## config.mk

```make
export PLATFORM = sky130hd
export DESIGN_NAME = sprite_rle_pixel_decoder_top
export DESIGN_NICKNAME = d
export VERILOG_FILES = /design/src/srpd_pkg.sv /design/src/srpd_front.sv /design/src/srpd_queue.sv /design/src/srpd_back.sv /design/src/sprite_rle_pixel_decoder_top.sv
export SDC_FILE = /design/constraint.sdc
export NUM_CORES = 1
export LEC_CHECK = 0
export BUFFER_PORTS_ARGS = -buffer_cell sky130_fd_sc_hd__buf_2
export CAP_MARGIN = 20
export CORE_ASPECT_RATIO = 0.75
export CORE_MARGIN = 2
export CORE_UTILIZATION = 25
export DETAILED_ROUTE_END_ITERATION = 10
export GPL_ROUTABILITY_DRIVEN = 0
export PLACE_DENSITY = 0.47
export SYNTH_ARGS = -nofsm -noshare
export SYNTH_HDL_FRONTEND = slang
export SYNTH_SLANG_ARGS = --single-unit
```

## constraint.sdc

```tcl
create_clock -name clk -period 18.7 [get_ports clk]
set_input_delay 2.805 -clock clk [delete_from_list [all_inputs] [get_ports clk]]
set_output_delay 2.805 -clock clk [all_outputs]
set_load 0.1 [all_outputs]
```

## src/srpd_pkg.sv

```systemverilog
`timescale 1ns / 1ps
`default_nettype none

package srpd_pkg;

    // Parse phases
    localparam logic [1:0] PH_LOW  = 2'd0;
    localparam logic [1:0] PH_HIGH = 2'd1;
    localparam logic [1:0] PH_RUN  = 2'd2;
    localparam logic [1:0] PH_DONE = 2'd3;

    // Command codes of the 16-bit command word
    localparam logic [1:0] CMD_SET_X   = 2'd0;
    localparam logic [1:0] CMD_RUN     = 2'd1;
    localparam logic [1:0] CMD_SET_Y   = 2'd2;
    localparam logic [1:0] CMD_END     = 2'd3;

    // Result kinds
    localparam logic KIND_PIXEL = 1'b0;
    localparam logic KIND_END   = 1'b1;

    // Ramp selectors
    localparam logic [1:0] RAMP_ONE   = 2'd0;
    localparam logic [1:0] RAMP_TWO   = 2'd1;
    localparam logic [1:0] RAMP_THREE = 2'd2;

    // Configuration register indexes
    localparam logic [1:0] CFG_STREAM_LENGTH = 2'd0;
    localparam logic [1:0] CFG_RAMP_ONE      = 2'd1;
    localparam logic [1:0] CFG_RAMP_TWO      = 2'd2;
    localparam logic [1:0] CFG_RAMP_THREE    = 2'd3;

    // Ramp boundaries on the pixel byte
    localparam logic [7:0] RAMP_TWO_BASE   = 8'd16;
    localparam logic [7:0] RAMP_THREE_BASE = 8'd32;

    // x / 15 == (x * 34953) >> 19 for every x below 2^16
    localparam logic [15:0] RECIP_15    = 16'd34953;
    localparam int          RECIP_SHIFT = 19;

    localparam int QUEUE_DEPTH = 4;
    localparam int QUEUE_AW    = $clog2(QUEUE_DEPTH);

    typedef struct packed {
        logic        kind;
        logic [14:0] pos_x;
        logic [13:0] pos_y;
        logic [7:0]  level;
        logic [1:0]  ramp;
        logic [14:0] width;
        logic [14:0] height;
    } srpd_entry_t;

    typedef struct packed {
        logic        push;
        srpd_entry_t entry;
    } srpd_push_t;

endpackage

`default_nettype wire

```

## src/srpd_front.sv

```systemverilog
`timescale 1ns / 1ps
`default_nettype none

// Byte parser: decodes command words, tracks cursor and extents, and queues
// one entry per pixel byte or sprite end.
module srpd_front
    import srpd_pkg::*;
(
    input  wire logic        clk,
    input  wire logic        rst_n,
    input  wire logic        in_fire,
    input  wire logic [7:0]  in_byte,
    input  wire logic [15:0] stream_length,
    output srpd_push_t       push_out
);

    logic [1:0]  phase_reg,      phase_next;
    logic [7:0]  low_hold_reg,   low_hold_next;
    logic [14:0] cursor_x_reg,   cursor_x_next;
    logic [13:0] cursor_y_reg,   cursor_y_next;
    logic [13:0] run_rem_reg,    run_rem_next;
    logic [15:0] taken_reg,      taken_next;
    logic [14:0] max_width_reg,  max_width_next;
    logic [14:0] max_height_reg, max_height_next;

    logic [15:0] word;
    logic [1:0]  cmd;
    logic [13:0] value;
    logic [14:0] value_inc;
    logic [14:0] x_inc;
    logic [13:0] run_dec;

    assign word      = {in_byte, low_hold_reg};
    assign cmd       = word[1:0];
    assign value     = word[15:2];
    assign value_inc = {1'b0, value} + 15'd1;
    assign x_inc     = cursor_x_reg + 15'd1;
    assign run_dec   = run_rem_reg - 14'd1;

    always_comb
    begin
        phase_next      = phase_reg;
        low_hold_next   = low_hold_reg;
        cursor_x_next   = cursor_x_reg;
        cursor_y_next   = cursor_y_reg;
        run_rem_next    = run_rem_reg;
        taken_next      = taken_reg;
        max_width_next  = max_width_reg;
        max_height_next = max_height_reg;

        push_out              = '0;
        push_out.entry.pos_x  = cursor_x_reg;
        push_out.entry.pos_y  = cursor_y_reg;

        if (in_fire && (phase_reg != PH_DONE))
        begin
            if (taken_reg >= stream_length)
            begin
                // Byte budget spent: drop the byte and close the sprite
                push_out.push         = 1'b1;
                push_out.entry        = '0;
                push_out.entry.kind   = KIND_END;
                push_out.entry.width  = max_width_reg;
                push_out.entry.height = max_height_reg;
                phase_next            = PH_DONE;
            end
            else
            begin
                taken_next = taken_reg + 16'd1;
                unique case (phase_reg)
                    PH_LOW:
                    begin
                        low_hold_next = in_byte;
                        phase_next    = PH_HIGH;
                    end
                    PH_HIGH:
                    begin
                        phase_next = PH_LOW;
                        unique case (cmd)
                            CMD_SET_X:
                            begin
                                cursor_x_next = {1'b0, value};
                            end
                            CMD_SET_Y:
                            begin
                                cursor_y_next = value;
                                if (value_inc > max_height_reg)
                                begin
                                    max_height_next = value_inc;
                                end
                            end
                            CMD_END:
                            begin
                                push_out.push         = 1'b1;
                                push_out.entry        = '0;
                                push_out.entry.kind   = KIND_END;
                                push_out.entry.width  = max_width_reg;
                                push_out.entry.height = max_height_reg;
                                phase_next            = PH_DONE;
                            end
                            CMD_RUN:
                            begin
                                if (value == 14'd0)
                                begin
                                    cursor_x_next = '0;
                                end
                                else
                                begin
                                    run_rem_next = value;
                                    phase_next   = PH_RUN;
                                end
                            end
                            default:
                            begin
                                phase_next = PH_LOW;
                            end
                        endcase
                    end
                    PH_RUN:
                    begin
                        push_out.push       = 1'b1;
                        push_out.entry.kind = KIND_PIXEL;
                        if (in_byte < RAMP_TWO_BASE)
                        begin
                            push_out.entry.ramp  = RAMP_ONE;
                            push_out.entry.level = in_byte;
                        end
                        else if (in_byte < RAMP_THREE_BASE)
                        begin
                            push_out.entry.ramp  = RAMP_TWO;
                            push_out.entry.level = in_byte - RAMP_TWO_BASE;
                        end
                        else
                        begin
                            push_out.entry.ramp  = RAMP_THREE;
                            push_out.entry.level = in_byte - RAMP_THREE_BASE;
                        end
                        cursor_x_next = x_inc;
                        if (x_inc > max_width_reg)
                        begin
                            max_width_next = x_inc;
                        end
                        run_rem_next = run_dec;
                        if (run_dec == 14'd0)
                        begin
                            cursor_x_next = '0;
                            phase_next    = PH_LOW;
                        end
                    end
                    default:
                    begin
                        phase_next = phase_reg;
                    end
                endcase
            end
        end
    end

    always_ff @(posedge clk or negedge rst_n)
    begin
        if (!rst_n)
        begin
            phase_reg      <= PH_LOW;
            low_hold_reg   <= '0;
            cursor_x_reg   <= '0;
            cursor_y_reg   <= '0;
            run_rem_reg    <= '0;
            taken_reg      <= '0;
            max_width_reg  <= '0;
            max_height_reg <= '0;
        end
        else
        begin
            phase_reg      <= phase_next;
            low_hold_reg   <= low_hold_next;
            cursor_x_reg   <= cursor_x_next;
            cursor_y_reg   <= cursor_y_next;
            run_rem_reg    <= run_rem_next;
            taken_reg      <= taken_next;
            max_width_reg  <= max_width_next;
            max_height_reg <= max_height_next;
        end
    end

endmodule

`default_nettype wire

```

## src/srpd_queue.sv

```systemverilog
`timescale 1ns / 1ps
`default_nettype none

// Small FIFO between parser and color stage.
module srpd_queue
    import srpd_pkg::*;
(
    input  wire logic  clk,
    input  wire logic  rst_n,
    input  wire srpd_push_t push_in,
    output logic       full,
    input  wire logic  pop,
    output logic       head_valid,
    output srpd_entry_t head
);

    srpd_entry_t         mem [QUEUE_DEPTH];
    logic [QUEUE_AW-1:0] wr_ptr_reg, wr_ptr_next;
    logic [QUEUE_AW-1:0] rd_ptr_reg, rd_ptr_next;
    logic [QUEUE_AW:0]   count_reg,  count_next;
    logic                do_pop;

    assign full       = (count_reg == (QUEUE_AW+1)'(QUEUE_DEPTH));
    assign head_valid = (count_reg != '0);
    assign head       = mem[rd_ptr_reg];
    assign do_pop     = pop && head_valid;

    always_comb
    begin
        wr_ptr_next = wr_ptr_reg + (QUEUE_AW)'(push_in.push);
        rd_ptr_next = rd_ptr_reg + (QUEUE_AW)'(do_pop);
        count_next  = count_reg + (QUEUE_AW+1)'(push_in.push) - (QUEUE_AW+1)'(do_pop);
    end

    always_ff @(posedge clk)
    begin
        if (push_in.push)
        begin
            mem[wr_ptr_reg] <= push_in.entry;
        end
    end

    always_ff @(posedge clk or negedge rst_n)
    begin
        if (!rst_n)
        begin
            wr_ptr_reg <= '0;
            rd_ptr_reg <= '0;
            count_reg  <= '0;
        end
        else
        begin
            wr_ptr_reg <= wr_ptr_next;
            rd_ptr_reg <= rd_ptr_next;
            count_reg  <= count_next;
        end
    end

endmodule

`default_nettype wire

```

## src/srpd_back.sv

```systemverilog
`timescale 1ns / 1ps
`default_nettype none

// Color stage: level * component, then divide by 15 through a reciprocal,
// into the output register. The whole stage stalls when the output is held.
module srpd_back
    import srpd_pkg::*;
(
    input  wire logic        clk,
    input  wire logic        rst_n,
    input  wire logic        head_valid,
    input  wire srpd_entry_t head,
    output logic             pop,
    input  wire logic [23:0] ramp_one_color,
    input  wire logic [23:0] ramp_two_color,
    input  wire logic [23:0] ramp_three_color,
    output logic             m_tvalid,
    input  wire logic        m_tready,
    output logic [87:0]      m_tdata,
    output logic [0:0]       m_tuser
);

    logic        advance;
    logic [23:0] color;

    // Product stage
    logic        a_valid_reg;
    srpd_entry_t a_entry_reg;
    logic [15:0] a_red_reg, a_green_reg, a_blue_reg;

    // Output register
    logic        o_valid_reg;
    logic        o_kind_reg;
    logic [14:0] o_x_reg;
    logic [13:0] o_y_reg;
    logic [7:0]  o_red_reg, o_green_reg, o_blue_reg;
    logic [14:0] o_width_reg, o_height_reg;

    logic [31:0] q_red, q_green, q_blue;

    assign advance = !o_valid_reg || m_tready;
    assign pop     = advance;

    always_comb
    begin
        case (head.ramp)
            RAMP_ONE:   color = ramp_one_color;
            RAMP_TWO:   color = ramp_two_color;
            default:    color = ramp_three_color;
        endcase
    end

    assign q_red   = a_red_reg   * RECIP_15;
    assign q_green = a_green_reg * RECIP_15;
    assign q_blue  = a_blue_reg  * RECIP_15;

    always_ff @(posedge clk)
    begin
        if (advance)
        begin
            a_entry_reg  <= head;
            a_red_reg    <= head.level * color[23:16];
            a_green_reg  <= head.level * color[15:8];
            a_blue_reg   <= head.level * color[7:0];
            o_kind_reg   <= a_entry_reg.kind;
            o_x_reg      <= a_entry_reg.pos_x;
            o_y_reg      <= a_entry_reg.pos_y;
            o_width_reg  <= a_entry_reg.width;
            o_height_reg <= a_entry_reg.height;
            o_red_reg    <= q_red[RECIP_SHIFT +: 8];
            o_green_reg  <= q_green[RECIP_SHIFT +: 8];
            o_blue_reg   <= q_blue[RECIP_SHIFT +: 8];
        end
    end

    always_ff @(posedge clk or negedge rst_n)
    begin
        if (!rst_n)
        begin
            a_valid_reg <= 1'b0;
            o_valid_reg <= 1'b0;
        end
        else if (advance)
        begin
            a_valid_reg <= head_valid;
            o_valid_reg <= a_valid_reg;
        end
    end

    assign m_tvalid = o_valid_reg;
    assign m_tuser  = o_kind_reg;
    assign m_tdata  = {5'd0, o_height_reg, o_width_reg, o_blue_reg, o_green_reg,
                       o_red_reg, o_y_reg, o_x_reg};

endmodule

`default_nettype wire

```

## src/sprite_rle_pixel_decoder_top.sv

```systemverilog
`timescale 1ns / 1ps
`default_nettype none

// Path: a pixel or end result is written to the queue as its byte is accepted,
//   then passes the product register and the output register to m_tvalid.
// Throughput: one byte per cycle while the queue has room; the parser never holds a
//   byte, and the four-entry queue and two-stage color pipeline absorb output stalls.
// Reset: rst_n clears parser state, queue pointers, pipeline valids and all
//   configuration registers asynchronously; no clearing pass.
module sprite_rle_pixel_decoder_top
    import srpd_pkg::*;
(
    input  wire logic        clk,
    input  wire logic        rst_n,
    // Input byte stream
    input  wire logic        s_tvalid,
    output logic             s_tready,
    input  wire logic [7:0]  s_tdata,   // [7:0] stream_byte
    // Result stream
    output logic             m_tvalid,
    input  wire logic        m_tready,
    output logic [87:0]      m_tdata,   // [14:0] pos_x, [28:15] pos_y, [36:29] red,
                                        // [44:37] green, [52:45] blue,
                                        // [67:53] width, [82:68] height, rest zero
    output logic [0:0]       m_tuser,   // [0] kind: 0 pixel, 1 end of sprite
    // Configuration writes
    input  wire logic        cfg_we,
    input  wire logic [1:0]  cfg_index,
    input  wire logic [23:0] cfg_data
);

    logic [15:0] stream_length_reg;
    logic [23:0] ramp_one_reg;
    logic [23:0] ramp_two_reg;
    logic [23:0] ramp_three_reg;

    srpd_push_t  push;
    logic        queue_full;
    logic        head_valid;
    srpd_entry_t head;
    logic        pop;
    logic        in_fire;

    // Take a byte whenever the queue has room; each byte adds at most one entry.
    assign s_tready = !queue_full;
    assign in_fire  = s_tvalid && s_tready;

    // Configuration registers; user writes only while the block is idle; not enforced.
    always_ff @(posedge clk or negedge rst_n)
    begin
        if (!rst_n)
        begin
            stream_length_reg <= '0;
            ramp_one_reg      <= '0;
            ramp_two_reg      <= '0;
            ramp_three_reg    <= '0;
        end
        else if (cfg_we)
        begin
            unique case (cfg_index)
                CFG_STREAM_LENGTH: stream_length_reg <= cfg_data[15:0];
                CFG_RAMP_ONE:      ramp_one_reg      <= cfg_data;
                CFG_RAMP_TWO:      ramp_two_reg      <= cfg_data;
                CFG_RAMP_THREE:    ramp_three_reg    <= cfg_data;
                default:           ramp_three_reg    <= ramp_three_reg;
            endcase
        end
    end

    // Front: parse command words, track cursor and extents.
    srpd_front u_front
    (
        .clk           (clk),
        .rst_n         (rst_n),
        .in_fire       (in_fire),
        .in_byte       (s_tdata),
        .stream_length (stream_length_reg),
        .push_out      (push)
    );

    // Decouple parsing from color scaling and output backpressure.
    srpd_queue u_queue
    (
        .clk        (clk),
        .rst_n      (rst_n),
        .push_in    (push),
        .full       (queue_full),
        .pop        (pop),
        .head_valid (head_valid),
        .head       (head)
    );

    // Back: scale ramp color by level / 15 and hold the result transaction.
    srpd_back u_back
    (
        .clk              (clk),
        .rst_n            (rst_n),
        .head_valid       (head_valid),
        .head             (head),
        .pop              (pop),
        .ramp_one_color   (ramp_one_reg),
        .ramp_two_color   (ramp_two_reg),
        .ramp_three_color (ramp_three_reg),
        .m_tvalid         (m_tvalid),
        .m_tready         (m_tready),
        .m_tdata          (m_tdata),
        .m_tuser          (m_tuser)
    );

endmodule

`default_nettype wire

```

==> impl_metrics.yaml, run 1 <==
timing:
  fmax_mhz: 144
  clock_skew_ns: 0.0381
  rsz0062_at_grt: "false"
  worstMarginPinSlew_ns: 1.07
  slew_headroom_pct: 28.5
  post-route-min-period_ns: 6.93
  setup_violations: 0
  final_hold_viol_count: 0
  post-route-period-util_pct: 37.1
  fin_setup_tns_ns: 0
  slew_violations: 0
synth:
  synth_area_per_cell_sq_um: 12.9
  yosys.area.top_type: "edfxtp_1"
  ys_seq_area_share_pct: 49.5
  syn_area_sq_um: 38500
  ys_async_sr_fraction_pct: 29.3
  synth-edff-count: 472
  yosys_most_used_dff: "edfxtp_1"
  synth_cells: 2983
  synth.distinct_cells: 72
  synth_warnings: 0
  synth.ff_latch_count: 668
  synth_top_area_share_pct: 36.8
  synth_area_leaders: "edfxtp_1 (37%), ha_1 (13%), dfrtp_1 (13%), fa_1 (8.6%), inv_1 (3.8%)"
cts:
  htreeDepth: 3
  ctsResizeCount: 0
  cts_tree: "yes"
  path_clk_slew_ns: 0.07
  clockRootBuffer: "clkbuf_16"
  clkLatencyLatePin_ns: 0.68
  postCtsSetupBuffers: 0
  clk_path_buf_depth: 3
  cts_hold_buf: 0
  cts.sinks: 668
  cts_buffers: 77
hold_path:
  hp-class: "flop to flop"
  holdPathStages: 0
  hp-start: "u_back.a_entry_reg[65]"
  min_to: "u_back.o_x_reg[11]"
layout:
  syn2layout_area_growth_pct: 14.6
  final-instance-count-excl-fill: 5204
  largest_reg_flops: 280
  nNetsFinal: 3734
  stdcell_area_sq_um: 44100
  drive_gt1_share_pct: 15.7
  nFillCells: 15733
  fin_util_pct: 28.9
critical_path:
  arrival_ns: 7.33
  reg2reg_from: "u_queue.rd_ptr_reg[0]"
  worst_r2r_path_depth: 18
  start_kind: "flop"
  path_max_fanout: 38
  rrSetupSlack_ns: 11.77
  criticalPathCategory: "flop to flop"
  r2r_end: "u_back.a_green_reg[15]"
  worst_ep_required_time_ns: 19.10
  cp-end-kind: "flop"
detailed_routing:
  wl_per_cell_um: 16.5
  first_iter_violations: 1201
  viasPerCell: 4.25
  ant_nets: 0
  wl_um: 85800
  vias: 22109
  firstDrtPassIters: 7
  drcViolationCount: 0
global_route:
  grt_pass1_vias: 22688
  antenna_found_initial: 12
  grt.overflow.total: 0
  grt_pass1_wl_um: 135000
  grtUsageTotal_pct: 11.0
  grt_max_degree: 86
place:
  placed_area_sq_um: 41500
  port_buffers: 124
  dpl.hpwl_um: 59900
  dp_cells: 5060
outcome:
  status: "complete, no violations"
floorplan:
  io_pins: 130
  core-area_sq_um: 153000
  die_h_um: 344
  initial_core_util_pct: 25.2
  die_x_um: 457
  rows: 124
  dieArea_sq_um: 157000
job:
  drv_cap: 0
-- cells in the mapped netlist (7+ instances only) --
master    count
a21oi_1      90
clkbuf_1     67
and2_1       37
inv_1       386
a221oi_1      9
xor2_1       28
mux2i_1      35
nor3_1       16
mux4_2       62
edfxtp_1    472
dfrtp_1     196
xnor2_1      96
buf_2        15
and3_1       24
nor4_1        8
mux2_2      112
fa_1        166
ha_1        405
nand3_1      53
mux2_4       10
o21ai_0      83
o21a_1       15
nand4_1      19
buf_4         8
a21o_1       43
nand2_1      95
o22ai_1      15
and4_1        7
nor2b_1      37
or2_2        15
nand2b_1     29
nor2_1      242
-- cells in the final DEF (no fill, tap or decap), drive strengths merged, types with 5 or more instances in the layout --
cell type	instances
ha	405
nor3b	6
nor2	242
dfrtp	196
bufinv	6
or2	16
mux4	62
mux2i	35
and2	37
xnor2	96
nor2b	37
clkbuf	92
xor2	28
nand4	19
clkinv	36
and4	7
nand2b	29
conb	5
nand3b	6
o22ai	15
nand2	96
a21o	43
nor3	16
a211oi	7
o21a	15
a21oi	90
edfxtp	472
mux2	122
nand3	53
inv	391
and3	24
a221oi	10
nor4	8
fa	166
buf	152
o21ai	90
-- cell families (layout without fill, tap and decap cells) --
logic type	Yosys count	in the layout	share of synthesized area, %
DFF	668	668	49.5
and+or+nand+nor	603	603	7.50
adders and majority gates	571	571	21.8
buffers and inverters	481	679	4.84
AOI/OAI and AO/OA	316	316	5.29
muxes	219	219	8.20
xor gates and xnor gates	124	124	2.82
other	1	8	0.00974
-- routing by layer --
layer	global-route usage, %	wire length [um]
met1	16.4	44300
met2	16.3	36200
met3	2.00	3320
met4	2.88	1900
met5	0	0
-- layout make-up --
class / count / area (sq um) / area share [%]
clock inverters: 49 / 551 / 1.25
clock buffers: 91 / 2020 / 4.58
multi-input cells: 1838 / 17600 / 40.0
flip-flops and latches: 668 / 19100 / 43.2
inverters: 386 / 1450 / 3.28
diodes: 3 / 7.51 / 0.0170
well taps: 2016 / 2520 / 5.72
repair buffers: 153 / 847 / 1.92
-- through the flow --
step                      setup WS [ns]  hold slack [ns]
after global placement            11.81            0.402
after global routing              11.34            0.381
after detailed placement          11.74            0.405
after CTS                         11.74            0.378
after floorplan                    9.46            0.400
final                             11.77            0.382
-- worst max-delay path: stages, from the launching register on --
cell and delay (ns):
dfrtp_4 0.88, mux4_2 0.96, mux2i_1 0.29, nor2_1 0.06
a21oi_1 0.60, nand2b_1 0.22, fa_1 0.43, fa_1 0.55
inv_1 0.06, fa_1 0.52, inv_1 0.05, fa_1 0.53
inv_1 0.04, ha_1 0.33, a21o_1 0.20, a31o_2 0.25
a41o_1 0.26, o41ai_1 0.30, xnor2_1 0.10
-- worst max-delay path by stage --
stage                                from                endpoint  slack [ns]  cells past startpoint
finish              u_queue.rd_ptr_reg[0]  u_back.a_green_reg[15]       11.77                     18
global route        u_queue.rd_ptr_reg[0]  u_back.a_green_reg[15]       11.34                     19
CTS                 u_queue.rd_ptr_reg[0]  u_back.a_green_reg[15]       11.74                     19
detailed placement  u_queue.rd_ptr_reg[0]  u_back.a_green_reg[15]       11.74                     18
global placement    u_queue.rd_ptr_reg[0]  u_back.a_green_reg[15]       11.81                     19
floorplan                        s_tvalid       u_queue.mem[0][0]        9.46                      3
Power of run 1 is not shown: default switching activity piles up to over one toggle a cycle in this logic, so the estimate is an artifact.
==> inputs of run 2 (changes only) <==
Settings changed: ABC_AREA set to 1, PLACE_DENSITY 0.47 to 0.48.
Clock period 18.7 ns to 5.86 ns, I/O delays scaled along.
==> run 2 against run 1 <==
Area after synthesis rose by 4.7%. Clock skew rose by 0.021 ns. Synthesized cell count rose by 32%. Global-route usage rose by 1.4 points. Register-to-register slack got worse by 11 ns. Highest routed layer is now met5.
==> impl_metrics.yaml, run 2 <==
outcome:
  status: "complete, no violations"
detailed_routing:
  firstDrtPassIters: 5
  drcViolationCount: 0
  vias: 27261
  ant_nets: 0
  first_iter_violations: 1736
  wl_per_cell_um: 16.3
  viasPerCell: 4.35
  wl_um: 102000
timing:
  rsz0062_at_grt: "true"
  setup_violations: 0
  post-route-period-util_pct: 94.7
  slew_violations: 0
  post-route-min-period_ns: 5.55
  worstMarginPinSlew_ns: 0.954
  clock_skew_ns: 0.0590
  slew_headroom_pct: 36.2
  final_hold_viol_count: 0
  fmax_mhz: 180
  fin_setup_tns_ns: 0
place:
  port_buffers: 124
  dpl.hpwl_um: 73500
  dp_cells: 6120
critical_path:
  reg2reg_from: "u_queue.rd_ptr_reg[0]"
  worst_r2r_path_depth: 27
  rrSetupSlack_ns: 0.31
  arrival_ns: 5.93
  r2r_end: "u_back.a_red_reg[13]"
  path_max_fanout: 22
  path_common_cell: "nand2_1"
  slowest_stage: "dfrtp_4"
  start_kind: "flop"
  worst_ep_required_time_ns: 6.24
  worst_path_largest_cell_delay_ns: 0.49
  cp-end-kind: "flop"
  criticalPathCategory: "flop to flop"
global_route:
  grtUsageTotal_pct: 12.5
  grt_pass1_wl_um: 161000
  grt.overflow.total: 0
  grt_max_degree: 120
  grt_pass1_vias: 27355
  antenna_found_initial: 3
synth:
  synth_top_area_share_pct: 35.2
  yosys-top-cells-count: "inv_1 (556), nand2_1 (508), nor2_1 (495), edfxtp_1 (472), ha_1 (405)"
  synth_area_leaders: "edfxtp_1 (35%), ha_1 (13%), dfrtp_1 (12%), fa_1 (8.2%), inv_1 (5.2%)"
  synth.distinct_cells: 60
  syn_area_sq_um: 40300
  synth.ff_latch_count: 668
  yosys_most_used_dff: "edfxtp_1"
  ys_async_sr_fraction_pct: 29.3
  synth_cells: 3939
  synth_area_per_cell_sq_um: 10.2
  synth-edff-count: 472
  synth.most_common_cell: "inv_1"
  ys_seq_area_share_pct: 47.3
  synth_warnings: 0
  yosys.area.top_type: "edfxtp_1"
floorplan:
  die_h_um: 352
  die_x_um: 468
  rows: 127
  core-area_sq_um: 160000
  io_pins: 130
  initial_core_util_pct: 25.2
  dieArea_sq_um: 164000
cts:
  clk_path_buf_depth: 3
  cts_tree: "yes"
  htreeDepth: 3
  clkLatencyLatePin_ns: 0.69
  path_clk_slew_ns: 0.06
  clockRootBuffer: "clkbuf_16"
  cts_buffers: 75
  cts.sinks: 668
layout:
  multi_input_area_sq_um: 18500
  nNetsFinal: 4680
  final_cell_mix: "inv_1 (555), nand2_1 (507), nor2_1 (494)"
  largest_reg_flops: 280
  final-instance-count-excl-fill: 6264
  layout.cells.most_common: "inv_1"
  syn2layout_area_growth_pct: 14.4
  regArea_sq_um: 19100
  drive_gt1_share_pct: 9.92
  nFillCells: 16671
  fin_util_pct: 28.8
hold_path:
  hp-class: "input pin to async pin"
job:
  drv_cap: 0
==> run 2: cell types whose count changed after synthesis, moves of 62 or more <==
cell | previous run | this run
nand3_1 | 53 | 115
nand2_1 | 95 | 508
o21ai_0 | 83 | 289
mux2_2 | 112 | 0
mux4_2 | 62 | 0
xnor2_1 | 96 | 33
inv_1 | 386 | 556
nor2_1 | 242 | 495
==> run 2: what timing repair did <==
action,in CTS,in global routing
resized for setup,0,9
hold buffers,0,0
setup buffers,0,0
setup endpoints to repair,0,14
==> run 2: through the flow <==
stage	cell area [sq um]	setup slack, ns	hold slack (ns)
floorplan	40300	-1.37	0.400
global route	46100	0.000697	0.344
finish	46100	0.311	0.259
CTS	46000	0.0450	0.316
global placement	43400	0.208	0.403
detailed placement	43500	0.0912	0.405
==> run 2: logic make-up (layout without fill, tap and decap cells) <==
family / after synthesis / count (layout) / synth area share, %
simple gates: 1274 / 1274 / 13.3
xor+xnor: 117 / 117 / 2.54
buf+inv: 703 / 893 / 6.94
other cells: 1 / 8 / 0.00930
fa+ha+maj: 571 / 571 / 20.8
flops: 668 / 668 / 47.3
compound gates: 605 / 605 / 9.05
==> run 2: worst max-delay path by stage <==
stage / end / startpoint / depth (start not counted) / slack [ns]
2_1_floorplan: u_queue.mem[0][0] / u_queue.count_reg[1] / 7 / -1.37
3_3_place_gp: u_back.a_blue_reg[15] / u_queue.rd_ptr_reg[0] / 22 / 0.21
3_5_place_dp: u_back.a_green_reg[13] / u_queue.rd_ptr_reg[0] / 24 / 0.09
4_1_cts: u_back.a_green_reg[13] / u_queue.rd_ptr_reg[0] / 24 / 0.04
5_1_grt: u_back.a_red_reg[14] / u_queue.rd_ptr_reg[0] / 26 / 0.0007
6_report: u_back.a_red_reg[13] / u_queue.rd_ptr_reg[0] / 27 / 0.31
==> run 2: cell type report <==
class                           instances  area share (%)
Sequential cell                       668            41.4
Antenna cell                            3          0.0163
Clock buffer                           95            4.44
Tap cell                             2128            5.78
Clock inverter                         45            1.14
Multi-Input combinational cell       2572            40.1
Inverter                              581            4.77
Timing Repair Buffer                  172            2.36
==> run 2: routing by layer <==
metal | GRT usage [%] | vias up | part of all wire (%)
met1 | 19.4 | 13227 | 54
met5 | 0 | - | 0.011
met4 | 2.74 | 2 | 1.8
met2 | 17.5 | 479 | 40
li1 | - | 13446 | -
met3 | 2.33 | 107 | 4.7
==> run 2: worst max-delay path, delay by kind of cell (launching register included) <==
family | cells | cell delay [ns]
AOI/OAI and AO/OA | 3 | 0.62
xor gates and xnor gates | 1 | 0.13
adders and majority gates | 5 | 2.25
buffers and inverters | 7 | 0.62
DFF | 1 | 0.49
and+or+nand+nor | 11 | 1.12
Power of run 2 is left out for the same reason.
